--- config.mk ---
export PLATFORM = sky130hd
export DESIGN_NAME = frame_sum_xor_checker_core_flat
export DESIGN_NICKNAME = d
export VERILOG_FILES = /design/src/sv/fsx_pkg.sv /design/src/sv/fsx_if.sv /design/src/sv/fsx_cfg_regs.sv /design/src/sv/fsx_in_stage.sv /design/src/sv/fsx_frame_fsm.sv /design/src/sv/frame_sum_xor_checker_core.sv /design/src/flat_wrapper.sv
export SDC_FILE = /design/constraint.sdc
export NUM_CORES = 1
export LEC_CHECK = 0
export ABC_AREA = 1
export BUFFER_PORTS_ARGS = -buffer_cell sky130_fd_sc_hd__buf_2
export CAP_MARGIN = 20
export CORE_MARGIN = 2
export CORE_UTILIZATION = 38
export DETAILED_ROUTE_END_ITERATION = 6
export SLEW_MARGIN = 20
export SYNTH_ARGS = -nofsm -noshare
export SYNTH_HDL_FRONTEND = slang
export SYNTH_SLANG_ARGS = --single-unit
--- constraint.sdc ---
create_clock -name clk_i -period 4 [get_ports clk_i]
set_clock_uncertainty 0.05 [all_clocks]
set_input_delay 0.8 -clock clk_i [delete_from_list [all_inputs] [get_ports clk_i]]
set_output_delay 0.8 -clock clk_i [all_outputs]
set_load 0.05 [all_outputs]
--- src/sv/fsx_pkg.sv ---
// Shared types and constants for the frame sum/xor checker.
// No dependencies; every other file imports this package.
package fsx_pkg;

  localparam int unsigned ByteW    = 8;
  localparam int unsigned IndexW   = 9;
  localparam int unsigned VerdictW = 3;
  localparam int unsigned ApbAddrW = 3;
  localparam int unsigned ApbDataW = 32;

  localparam logic [ByteW-1:0] StartByteRst = 8'h7E;
  localparam logic [ByteW-1:0] TypeByteRst  = 8'h0F;

  localparam logic REG_IDX_START = 1'b0;
  localparam logic REG_IDX_TYPE  = 1'b1;

  typedef enum logic [2:0] {
    PH_IDLE,
    PH_TYPE,
    PH_LEN,
    PH_BODY,
    PH_SUM,
    PH_XOR
  } phase_e;

  typedef enum logic [VerdictW-1:0] {
    VERDICT_PASS  = 3'd0,
    VERDICT_HDR   = 3'd1,
    VERDICT_SHORT = 3'd2,
    VERDICT_SUM   = 3'd3,
    VERDICT_XOR   = 3'd4
  } verdict_e;

  typedef struct packed {
    logic [ByteW-1:0] start_byte;
    logic [ByteW-1:0] type_byte;
  } cfg_t;

  typedef struct packed {
    logic [ByteW-1:0] data_byte;
    logic             first_of_frame;
  } item_t;

endpackage

--- src/sv/fsx_if.sv ---
// Valid/ready channel interfaces for frame bytes and verdicts.
// Depends on fsx_pkg.
interface fsx_in_if
  import fsx_pkg::*;
();
  logic             valid;
  logic             ready;
  logic [ByteW-1:0] data_byte;
  logic             first_of_frame;

  modport source (output valid, data_byte, first_of_frame, input ready);
  modport sink (input valid, data_byte, first_of_frame, output ready);
endinterface

interface fsx_out_if
  import fsx_pkg::*;
();
  logic                valid;
  logic                ready;
  logic [VerdictW-1:0] verdict;
  logic [ByteW-1:0]    computed_sum;
  logic [ByteW-1:0]    computed_xor;

  modport source (output valid, verdict, computed_sum, computed_xor, input ready);
  modport sink (input valid, verdict, computed_sum, computed_xor, output ready);
endinterface

--- src/sv/fsx_cfg_regs.sv ---
// APB-style configuration registers: start byte and type byte.
// Depends on fsx_pkg.
module fsx_cfg_regs
  import fsx_pkg::*;
(
  input  logic                clk_i,
  input  logic                rst_ni,
  input  logic                psel,
  input  logic                penable,
  input  logic                pwrite,
  input  logic [ApbAddrW-1:0] paddr,
  input  logic [ApbDataW-1:0] pwdata,
  output logic [ApbDataW-1:0] prdata,
  output logic                pready,
  output cfg_t                cfg_o
);

  cfg_t cfg_q, cfg_d;
  logic wr_en;
  logic reg_idx;

  assign pready  = 1'b1;
  assign wr_en   = psel & penable & pwrite;
  assign reg_idx = paddr[2];

  always_comb begin
    cfg_d = cfg_q;
    if (wr_en) begin
      case (reg_idx)
        REG_IDX_START: cfg_d.start_byte = pwdata[ByteW-1:0];
        REG_IDX_TYPE:  cfg_d.type_byte  = pwdata[ByteW-1:0];
        default: ;
      endcase
    end
  end

  always_comb begin
    prdata = '0;
    case (reg_idx)
      REG_IDX_START: prdata[ByteW-1:0] = cfg_q.start_byte;
      REG_IDX_TYPE:  prdata[ByteW-1:0] = cfg_q.type_byte;
      default: prdata = '0;
    endcase
  end

  always_ff @(posedge clk_i or negedge rst_ni) begin
    if (!rst_ni) begin
      cfg_q.start_byte <= StartByteRst;
      cfg_q.type_byte  <= TypeByteRst;
    end else begin
      cfg_q <= cfg_d;
    end
  end

  assign cfg_o = cfg_q;

endmodule

--- src/sv/fsx_in_stage.sv ---
// Input register: captures one byte transaction, refills in the cycle it drains.
// Depends on fsx_pkg and fsx_in_if.
module fsx_in_stage
  import fsx_pkg::*;
(
  input  logic      clk_i,
  input  logic      rst_ni,
  fsx_in_if.sink    in_if,
  output logic      item_valid_o,
  output item_t     item_o,
  input  logic      item_take_i
);

  logic  valid_q, valid_d;
  item_t item_q;
  logic  load;

  assign in_if.ready = !valid_q || item_take_i;
  assign load        = in_if.valid && in_if.ready;

  always_comb begin
    valid_d = valid_q;
    if (load) begin
      valid_d = 1'b1;
    end else if (item_take_i) begin
      valid_d = 1'b0;
    end
  end

  always_ff @(posedge clk_i or negedge rst_ni) begin
    if (!rst_ni) begin
      valid_q <= 1'b0;
    end else begin
      valid_q <= valid_d;
    end
  end

  always_ff @(posedge clk_i) begin
    if (load) begin
      item_q.data_byte      <= in_if.data_byte;
      item_q.first_of_frame <= in_if.first_of_frame;
    end
  end

  assign item_valid_o = valid_q;
  assign item_o       = item_q;

endmodule

--- src/sv/fsx_frame_fsm.sv ---
// Frame parser: header check, running sum/xor, trailer compare, result register.
// Depends on fsx_pkg and fsx_out_if.
module fsx_frame_fsm
  import fsx_pkg::*;
(
  input  logic      clk_i,
  input  logic      rst_ni,
  input  cfg_t      cfg_i,
  input  logic      item_valid_i,
  input  item_t     item_i,
  output logic      item_take_o,
  fsx_out_if.source out_if
);

  phase_e            phase_q, phase_d;
  logic [IndexW-1:0] byte_index_q, byte_index_d;
  logic [ByteW-1:0]  frame_length_q, frame_length_d;
  logic [ByteW-1:0]  running_sum_q, running_sum_d;
  logic [ByteW-1:0]  running_xor_q, running_xor_d;
  logic              sum_failed_q, sum_failed_d;

  logic              out_valid_q, out_valid_d;
  verdict_e          verdict_q, verdict_d;
  logic [ByteW-1:0]  res_sum_q, res_sum_d;
  logic [ByteW-1:0]  res_xor_q, res_xor_d;

  logic              emit;
  logic [ByteW-1:0]  d;
  logic [ByteW-1:0]  acc_sum;
  logic [ByteW-1:0]  acc_xor;
  logic [IndexW-1:0] acc_idx;

  assign item_take_o = item_valid_i && (!out_valid_q || out_if.ready);

  assign d       = item_i.data_byte;
  assign acc_sum = running_sum_q + d;
  assign acc_xor = running_xor_q ^ d;
  assign acc_idx = byte_index_q + IndexW'(1);

  always_comb begin
    phase_d        = phase_q;
    byte_index_d   = byte_index_q;
    frame_length_d = frame_length_q;
    running_sum_d  = running_sum_q;
    running_xor_d  = running_xor_q;
    sum_failed_d   = sum_failed_q;
    emit           = 1'b0;
    verdict_d      = VERDICT_PASS;
    res_sum_d      = running_sum_q;
    res_xor_d      = running_xor_q;

    if (item_i.first_of_frame) begin
      byte_index_d   = '0;
      frame_length_d = '0;
      running_sum_d  = '0;
      running_xor_d  = '0;
      sum_failed_d   = 1'b0;
      if (d != cfg_i.start_byte) begin
        emit      = 1'b1;
        verdict_d = VERDICT_HDR;
        res_sum_d = '0;
        res_xor_d = '0;
        phase_d   = PH_IDLE;
      end else begin
        phase_d = PH_TYPE;
      end
    end else begin
      case (phase_q)
        PH_IDLE: ;
        PH_TYPE: begin
          if (d != cfg_i.type_byte) begin
            emit      = 1'b1;
            verdict_d = VERDICT_HDR;
            res_sum_d = '0;
            res_xor_d = '0;
            phase_d   = PH_IDLE;
          end else begin
            running_sum_d = d;
            running_xor_d = d;
            byte_index_d  = IndexW'(1);
            phase_d       = PH_LEN;
          end
        end
        PH_LEN: begin
          frame_length_d = d;
          if (d < ByteW'(2)) begin
            emit      = 1'b1;
            verdict_d = VERDICT_SHORT;
            phase_d   = PH_IDLE;
          end else begin
            running_sum_d = acc_sum;
            running_xor_d = acc_xor;
            byte_index_d  = acc_idx;
            phase_d       = (acc_idx >= {1'b0, d}) ? PH_SUM : PH_BODY;
          end
        end
        PH_BODY: begin
          running_sum_d = acc_sum;
          running_xor_d = acc_xor;
          byte_index_d  = acc_idx;
          if (acc_idx >= {1'b0, frame_length_q}) begin
            phase_d = PH_SUM;
          end
        end
        PH_SUM: begin
          sum_failed_d = (d != running_sum_q);
          phase_d      = PH_XOR;
        end
        PH_XOR: begin
          emit    = 1'b1;
          phase_d = PH_IDLE;
          if (sum_failed_q) begin
            verdict_d = VERDICT_SUM;
          end else if (d != running_xor_q) begin
            verdict_d = VERDICT_XOR;
          end else begin
            verdict_d = VERDICT_PASS;
          end
        end
        default: phase_d = PH_IDLE;
      endcase
    end
  end

  always_comb begin
    out_valid_d = out_valid_q;
    if (item_take_o && emit) begin
      out_valid_d = 1'b1;
    end else if (out_if.ready) begin
      out_valid_d = 1'b0;
    end
  end

  always_ff @(posedge clk_i or negedge rst_ni) begin
    if (!rst_ni) begin
      phase_q        <= PH_IDLE;
      byte_index_q   <= '0;
      frame_length_q <= '0;
      running_sum_q  <= '0;
      running_xor_q  <= '0;
      sum_failed_q   <= 1'b0;
      out_valid_q    <= 1'b0;
    end else begin
      out_valid_q <= out_valid_d;
      if (item_take_o) begin
        phase_q        <= phase_d;
        byte_index_q   <= byte_index_d;
        frame_length_q <= frame_length_d;
        running_sum_q  <= running_sum_d;
        running_xor_q  <= running_xor_d;
        sum_failed_q   <= sum_failed_d;
      end
    end
  end

  always_ff @(posedge clk_i) begin
    if (item_take_o && emit) begin
      verdict_q <= verdict_d;
      res_sum_q <= res_sum_d;
      res_xor_q <= res_xor_d;
    end
  end

  assign out_if.valid        = out_valid_q;
  assign out_if.verdict      = verdict_q;
  assign out_if.computed_sum = res_sum_q;
  assign out_if.computed_xor = res_xor_q;

  a_emit_goes_idle: assert property (@(posedge clk_i) disable iff (!rst_ni)
    item_take_o && emit |=> phase_q == PH_IDLE)
    else $error("phase not idle after verdict");

  a_index_bounded: assert property (@(posedge clk_i) disable iff (!rst_ni)
    byte_index_q[IndexW-1] == 1'b0)
    else $error("byte index beyond frame length range");

  a_trailer_index: assert property (@(posedge clk_i) disable iff (!rst_ni)
    (phase_q == PH_SUM || phase_q == PH_XOR) |-> byte_index_q >= {1'b0, frame_length_q})
    else $error("trailer reached before end of body");

  a_len_after_type: assert property (@(posedge clk_i) disable iff (!rst_ni)
    phase_q == PH_LEN |-> byte_index_q == IndexW'(1) && running_sum_q == running_xor_q)
    else $error("type byte not seeded into sum and xor");

  a_no_overwrite: assert property (@(posedge clk_i) disable iff (!rst_ni)
    out_valid_q && !out_if.ready |=> out_valid_q && $stable(verdict_q))
    else $error("pending verdict lost");

endmodule

--- src/sv/frame_sum_xor_checker_core.sv ---
// Frame sum/xor checker top level. A verdict is valid once the byte transaction
// causing it has passed the input register, then the result register.
// Throughput: one byte per cycle unless a verdict stalls (one sum/xor per byte).
// Reset (rst_ni, async, active low) returns the parser to idle, empties both
// registers and loads start byte 0x7E and type byte 0x0F.
module frame_sum_xor_checker_core
  import fsx_pkg::*;
(
  input  logic                clk_i,
  input  logic                rst_ni,
  fsx_in_if.sink              in_if,
  fsx_out_if.source           out_if,
  input  logic                psel,
  input  logic                penable,
  input  logic                pwrite,
  input  logic [ApbAddrW-1:0] paddr,
  input  logic [ApbDataW-1:0] pwdata,
  output logic [ApbDataW-1:0] prdata,
  output logic                pready
);

  cfg_t  cfg;
  logic  item_valid;
  item_t item;
  logic  item_take;

  fsx_cfg_regs u_cfg_regs (
    .clk_i   (clk_i),
    .rst_ni  (rst_ni),
    .psel    (psel),
    .penable (penable),
    .pwrite  (pwrite),
    .paddr   (paddr),
    .pwdata  (pwdata),
    .prdata  (prdata),
    .pready  (pready),
    .cfg_o   (cfg)
  );

  fsx_in_stage u_in_stage (
    .clk_i        (clk_i),
    .rst_ni       (rst_ni),
    .in_if        (in_if),
    .item_valid_o (item_valid),
    .item_o       (item),
    .item_take_i  (item_take)
  );

  fsx_frame_fsm u_frame_fsm (
    .clk_i        (clk_i),
    .rst_ni       (rst_ni),
    .cfg_i        (cfg),
    .item_valid_i (item_valid),
    .item_i       (item),
    .item_take_o  (item_take),
    .out_if       (out_if)
  );

endmodule
--- src/flat_wrapper.sv ---
// flat-port wrapper written by rule: the top's interface ports become plain ports
module frame_sum_xor_checker_core_flat import fsx_pkg::*;
  (clk_i, rst_ni, psel, penable, pwrite, paddr, pwdata, prdata, pready, in_if_valid, in_if_data_byte, in_if_first_of_frame, in_if_ready, out_if_valid, out_if_verdict, out_if_computed_sum, out_if_computed_xor, out_if_ready);
  fsx_in_if in_if_i ();
  fsx_out_if out_if_i ();
  input  logic clk_i;
  input  logic rst_ni;
  input  logic psel;
  input  logic penable;
  input  logic pwrite;
  input  logic [ApbAddrW-1:0] paddr;
  input  logic [ApbDataW-1:0] pwdata;
  output logic [ApbDataW-1:0] prdata;
  output logic pready;
  input wire logic [$bits(in_if_i.valid)-1:0] in_if_valid;
  input wire logic [$bits(in_if_i.data_byte)-1:0] in_if_data_byte;
  input wire logic [$bits(in_if_i.first_of_frame)-1:0] in_if_first_of_frame;
  output wire logic [$bits(in_if_i.ready)-1:0] in_if_ready;
  output wire logic [$bits(out_if_i.valid)-1:0] out_if_valid;
  output wire logic [$bits(out_if_i.verdict)-1:0] out_if_verdict;
  output wire logic [$bits(out_if_i.computed_sum)-1:0] out_if_computed_sum;
  output wire logic [$bits(out_if_i.computed_xor)-1:0] out_if_computed_xor;
  input wire logic [$bits(out_if_i.ready)-1:0] out_if_ready;
  assign in_if_i.valid = in_if_valid;
  assign in_if_i.data_byte = in_if_data_byte;
  assign in_if_i.first_of_frame = in_if_first_of_frame;
  assign in_if_ready = in_if_i.ready;
  assign out_if_valid = out_if_i.valid;
  assign out_if_verdict = out_if_i.verdict;
  assign out_if_computed_sum = out_if_i.computed_sum;
  assign out_if_computed_xor = out_if_i.computed_xor;
  assign out_if_i.ready = out_if_ready;
  frame_sum_xor_checker_core u_core (.clk_i(clk_i), .rst_ni(rst_ni), .in_if(in_if_i), .out_if(out_if_i), .psel(psel), .penable(penable), .pwrite(pwrite), .paddr(paddr), .pwdata(pwdata), .prdata(prdata), .pready(pready));
endmodule
==> flow_metrics.tcl <==
set metrics [dict create \
    p_total_mw 2.572 \
    grt_max_degree 33 \
    setup_violations 0 \
    ys_seq_area_share_pct 43.78 \
    nNetsFinal 733 \
    diodes 0 \
    timing.hold.ws_ns 0.4609 \
    synth_warnings 0 \
    detail_route.iter0.violations 199 \
    stdcell_area_um2 5664 \
    insertion_delay_ns 0.35 \
    worstMarginPinSlew_ns 0.7585 \
    rsz0062_at_grt "false" \
    critPathTopFamily "simple AND/OR/NAND/NOR gates" \
    numCtsBuffers 9 \
    grt_pass1_vias 3891 \
    ys.flop_type "dfrtp_1" \
    num_io_pins 105 \
    gp_congestion 0.9136 \
    crit_type "reg -> reg" \
    cts_buffer_depth 2 \
    outcome "complete, no violations" \
    fmax_ghz 0.3433 \
    vias 3960 \
    first_pass_iters 4 \
    drc 0 \
    track_usage_pct 17.14 \
    hpwlAfterDp_mm 8.436 \
    hold_viol 0 \
    cap_violations 0 \
    clk_pin_slew_worst_paths_ns 0.07 \
    crit_fanout 26 \
    viasPerCell 4.726 \
    async_reset_ff_share_pct 66.27 \
    tns_ns 0 \
    cp.required_ns 4.17 \
    clock-sinks 83 \
    critPathSlowestCell "edfxtp_1" \
    ant_nets 0 \
    antenna_found_initial 0 \
    die_y_um 119.8 \
    synth_edf_count 28 \
    fin_util_pct 42.94 \
    io_buffers 53 \
    fin_crit_sh_pct 72.83 \
    hold_path.class "in -> async" \
    layout-drive-gt1-share_pct 18.73 \
    cts_resized 0 \
    core_region_area_um2 13190 \
    cts_tree "done" \
    dieArea_um2 14340 \
    crit_path_max_incr_delay_ns 0.65 \
    cp_cell_sequence "inv_1, nand2_2, nand3_2, buf_12, nand2_1, o21ai_2" \
    cts_root_buffer "clkbuf_16" \
    layout_min_cycle_time_ns 2.913 \
    syn_to_final_growth_pct 11.23 \
    p_per_area_nw_per_um2 454.0 \
    die_w_um 119.8 \
    final_cell_mix "nand2_1 (178), inv_1 (62), buf_2 (53)" \
    placed_area_um2 5381 \
    routed_wl_mm 11.43 \
    overflow 0 \
    drv_slew 0 \
    avgSynthCellArea_um2 8.294 \
    grt_pass1_wl_mm 19.10 \
    ys_ff_latch 83 \
    postCtsSetupRepairBufs 0 \
    final_common_cell "nand2_1" \
    synth_cell_types 36 \
    synth_area_um2 5092 \
    syn_inst 614 \
    ir_drop_mv 0.2886 \
    worstSetupEndpointType "register" \
    leakage_nw 2.736 \
    timing.critical_path.buf_inv 2 \
    initial_core_util_pct 38.61 \
    arrival_ns 3.08 \
    cts_max_level 3 \
    cts_hold_buffers 0 \
    slew_headroom_pct 49.38 \
    row_count 42 \
    wl_per_cell_um 13.64 \
    start_kind "register" \
]
## layout make-up
cell class,count,area (µm²)
tap,176,220.2
sequential,83,2230
fill,1319,7526
clock buffer,9,225.2
clock inverter,7,57.56
multi-input combinational,439,2372
timing repair buffer,57,307.8
inverter,67,251.5
## cells by family after synthesis
| group | Yosys count | share of synthesized area (%) |
|---|---|---|
| AO/OA/AOI/OAI | 79 | 9.509 |
| XOR/XNOR | 34 | 5.848 |
| adder cells (fa/ha/maj) | 25 | 6.290 |
| buffers and inverters | 115 | 11.33 |
| flip-flops | 83 | 43.78 |
| other | 2 | 0.1475 |
| AND/OR/NAND/NOR | 276 | 23.10 |
## through the flow
stage	std cells	setup WS [ns]
after detailed placement	822	1.091
after floorplan	637	1.049
after global routing	838	0.7866
after CTS	838	1.079
after global placement	822	1.098
final	838	1.087
## worst register-to-register path: stages, from the launching register on
cell and delay, ns:
edfxtp_1 0.65, inv_1 0.50, nand2_2 0.45, nand3_2 0.58
buf_12 0.41, nand2_1 0.09, o21ai_2 0.06
## cells in the mapped netlist, types with 2 or more instances
master	n	area share, %
nand2_1	178	13
inv_1	62	4.6
dfrtp_1	45	22
nor2_1	37	2.7
o21ai_0	34	3.3
nand3_1	31	3.0
edfxtp_1	28	17
buf_4	27	4.0
ha_1	24	5.9
xnor2_1	24	4.1
o21ai_2	22	3.8
a21oi_1	18	1.8
dfstp_2	10	5.2
xor2_1	10	1.7
clkbuf_1	9	0.66
nand2_2	9	1.1
nand4_1	9	1.1
clkbuf_2	5	0.49
inv_2	5	0.37
buf_2	3	0.29
buf_6	3	0.66
nor3_1	3	0.29
nor4_1	3	0.37
conb_1	2	0.15
o21ai_1	2	0.20
## routing by layer
metal	up-vias	global-route usage, %	share of wire [%]
li1	2009	-	-
met1	1815	22.50	47
met2	119	26.79	45
met3	17	3.755	5.9
met4	0	8.456	2.2
met5	-	0	0
## worst paths after layout
kind                                                   startpoint                                              end  slack, ns  cells after the start
min in group clk_i         u_core.u_cfg_regs.cfg_o[1]$_DFFE_PN1P_           u_core.u_cfg_regs.cfg_o[1]$_DFFE_PN1P_       0.46                      2
max reg2reg                 u_core.u_in_stage.item_o[0]$_DFFE_PP_  u_core.u_frame_fsm.running_xor_q[6]$_DFFE_PN0P_       1.09                      6
min reg2reg                u_core.u_cfg_regs.cfg_o[1]$_DFFE_PN1P_           u_core.u_cfg_regs.cfg_o[1]$_DFFE_PN1P_       0.46                      2
max in group asynchronous                                  rst_ni   u_core.u_frame_fsm.byte_index_q[8]$_DFFE_PN0P_       2.61                      2
min                                                        rst_ni      u_core.u_frame_fsm.sum_failed_q$_DFFE_PN0P_       0.46                      1
max                         u_core.u_in_stage.item_o[0]$_DFFE_PP_  u_core.u_frame_fsm.running_xor_q[6]$_DFFE_PN0P_       1.09                      6
## registers in the layout, indices dropped and copies added, names as in the netlist
signal	cells
u_core.u_cfg_regs.cfg_o	16
u_core.u_frame_fsm.byte_index_q	9
u_core.u_in_stage.item_o	9
u_core.u_frame_fsm.frame_length_q	8
u_core.u_frame_fsm.out_if.computed_sum	8
u_core.u_frame_fsm.out_if.computed_xor	8
u_core.u_frame_fsm.running_sum_q	8
u_core.u_frame_fsm.running_xor_q	8
u_core.u_frame_fsm.out_if.verdict	3
u_core.u_frame_fsm.phase_q	3
u_core.u_frame_fsm.out_if.valid	1
u_core.u_frame_fsm.sum_failed_q	1
u_core.u_in_stage.item_valid_o	1
## report_power, final
part           internal, mW  switching, mW  leakage (nW)
clock                 0.431          0.366         0.143
sequential             1.01          0.104         0.966
combinational         0.211          0.452          1.63
(Power assumes the default switching activity.)
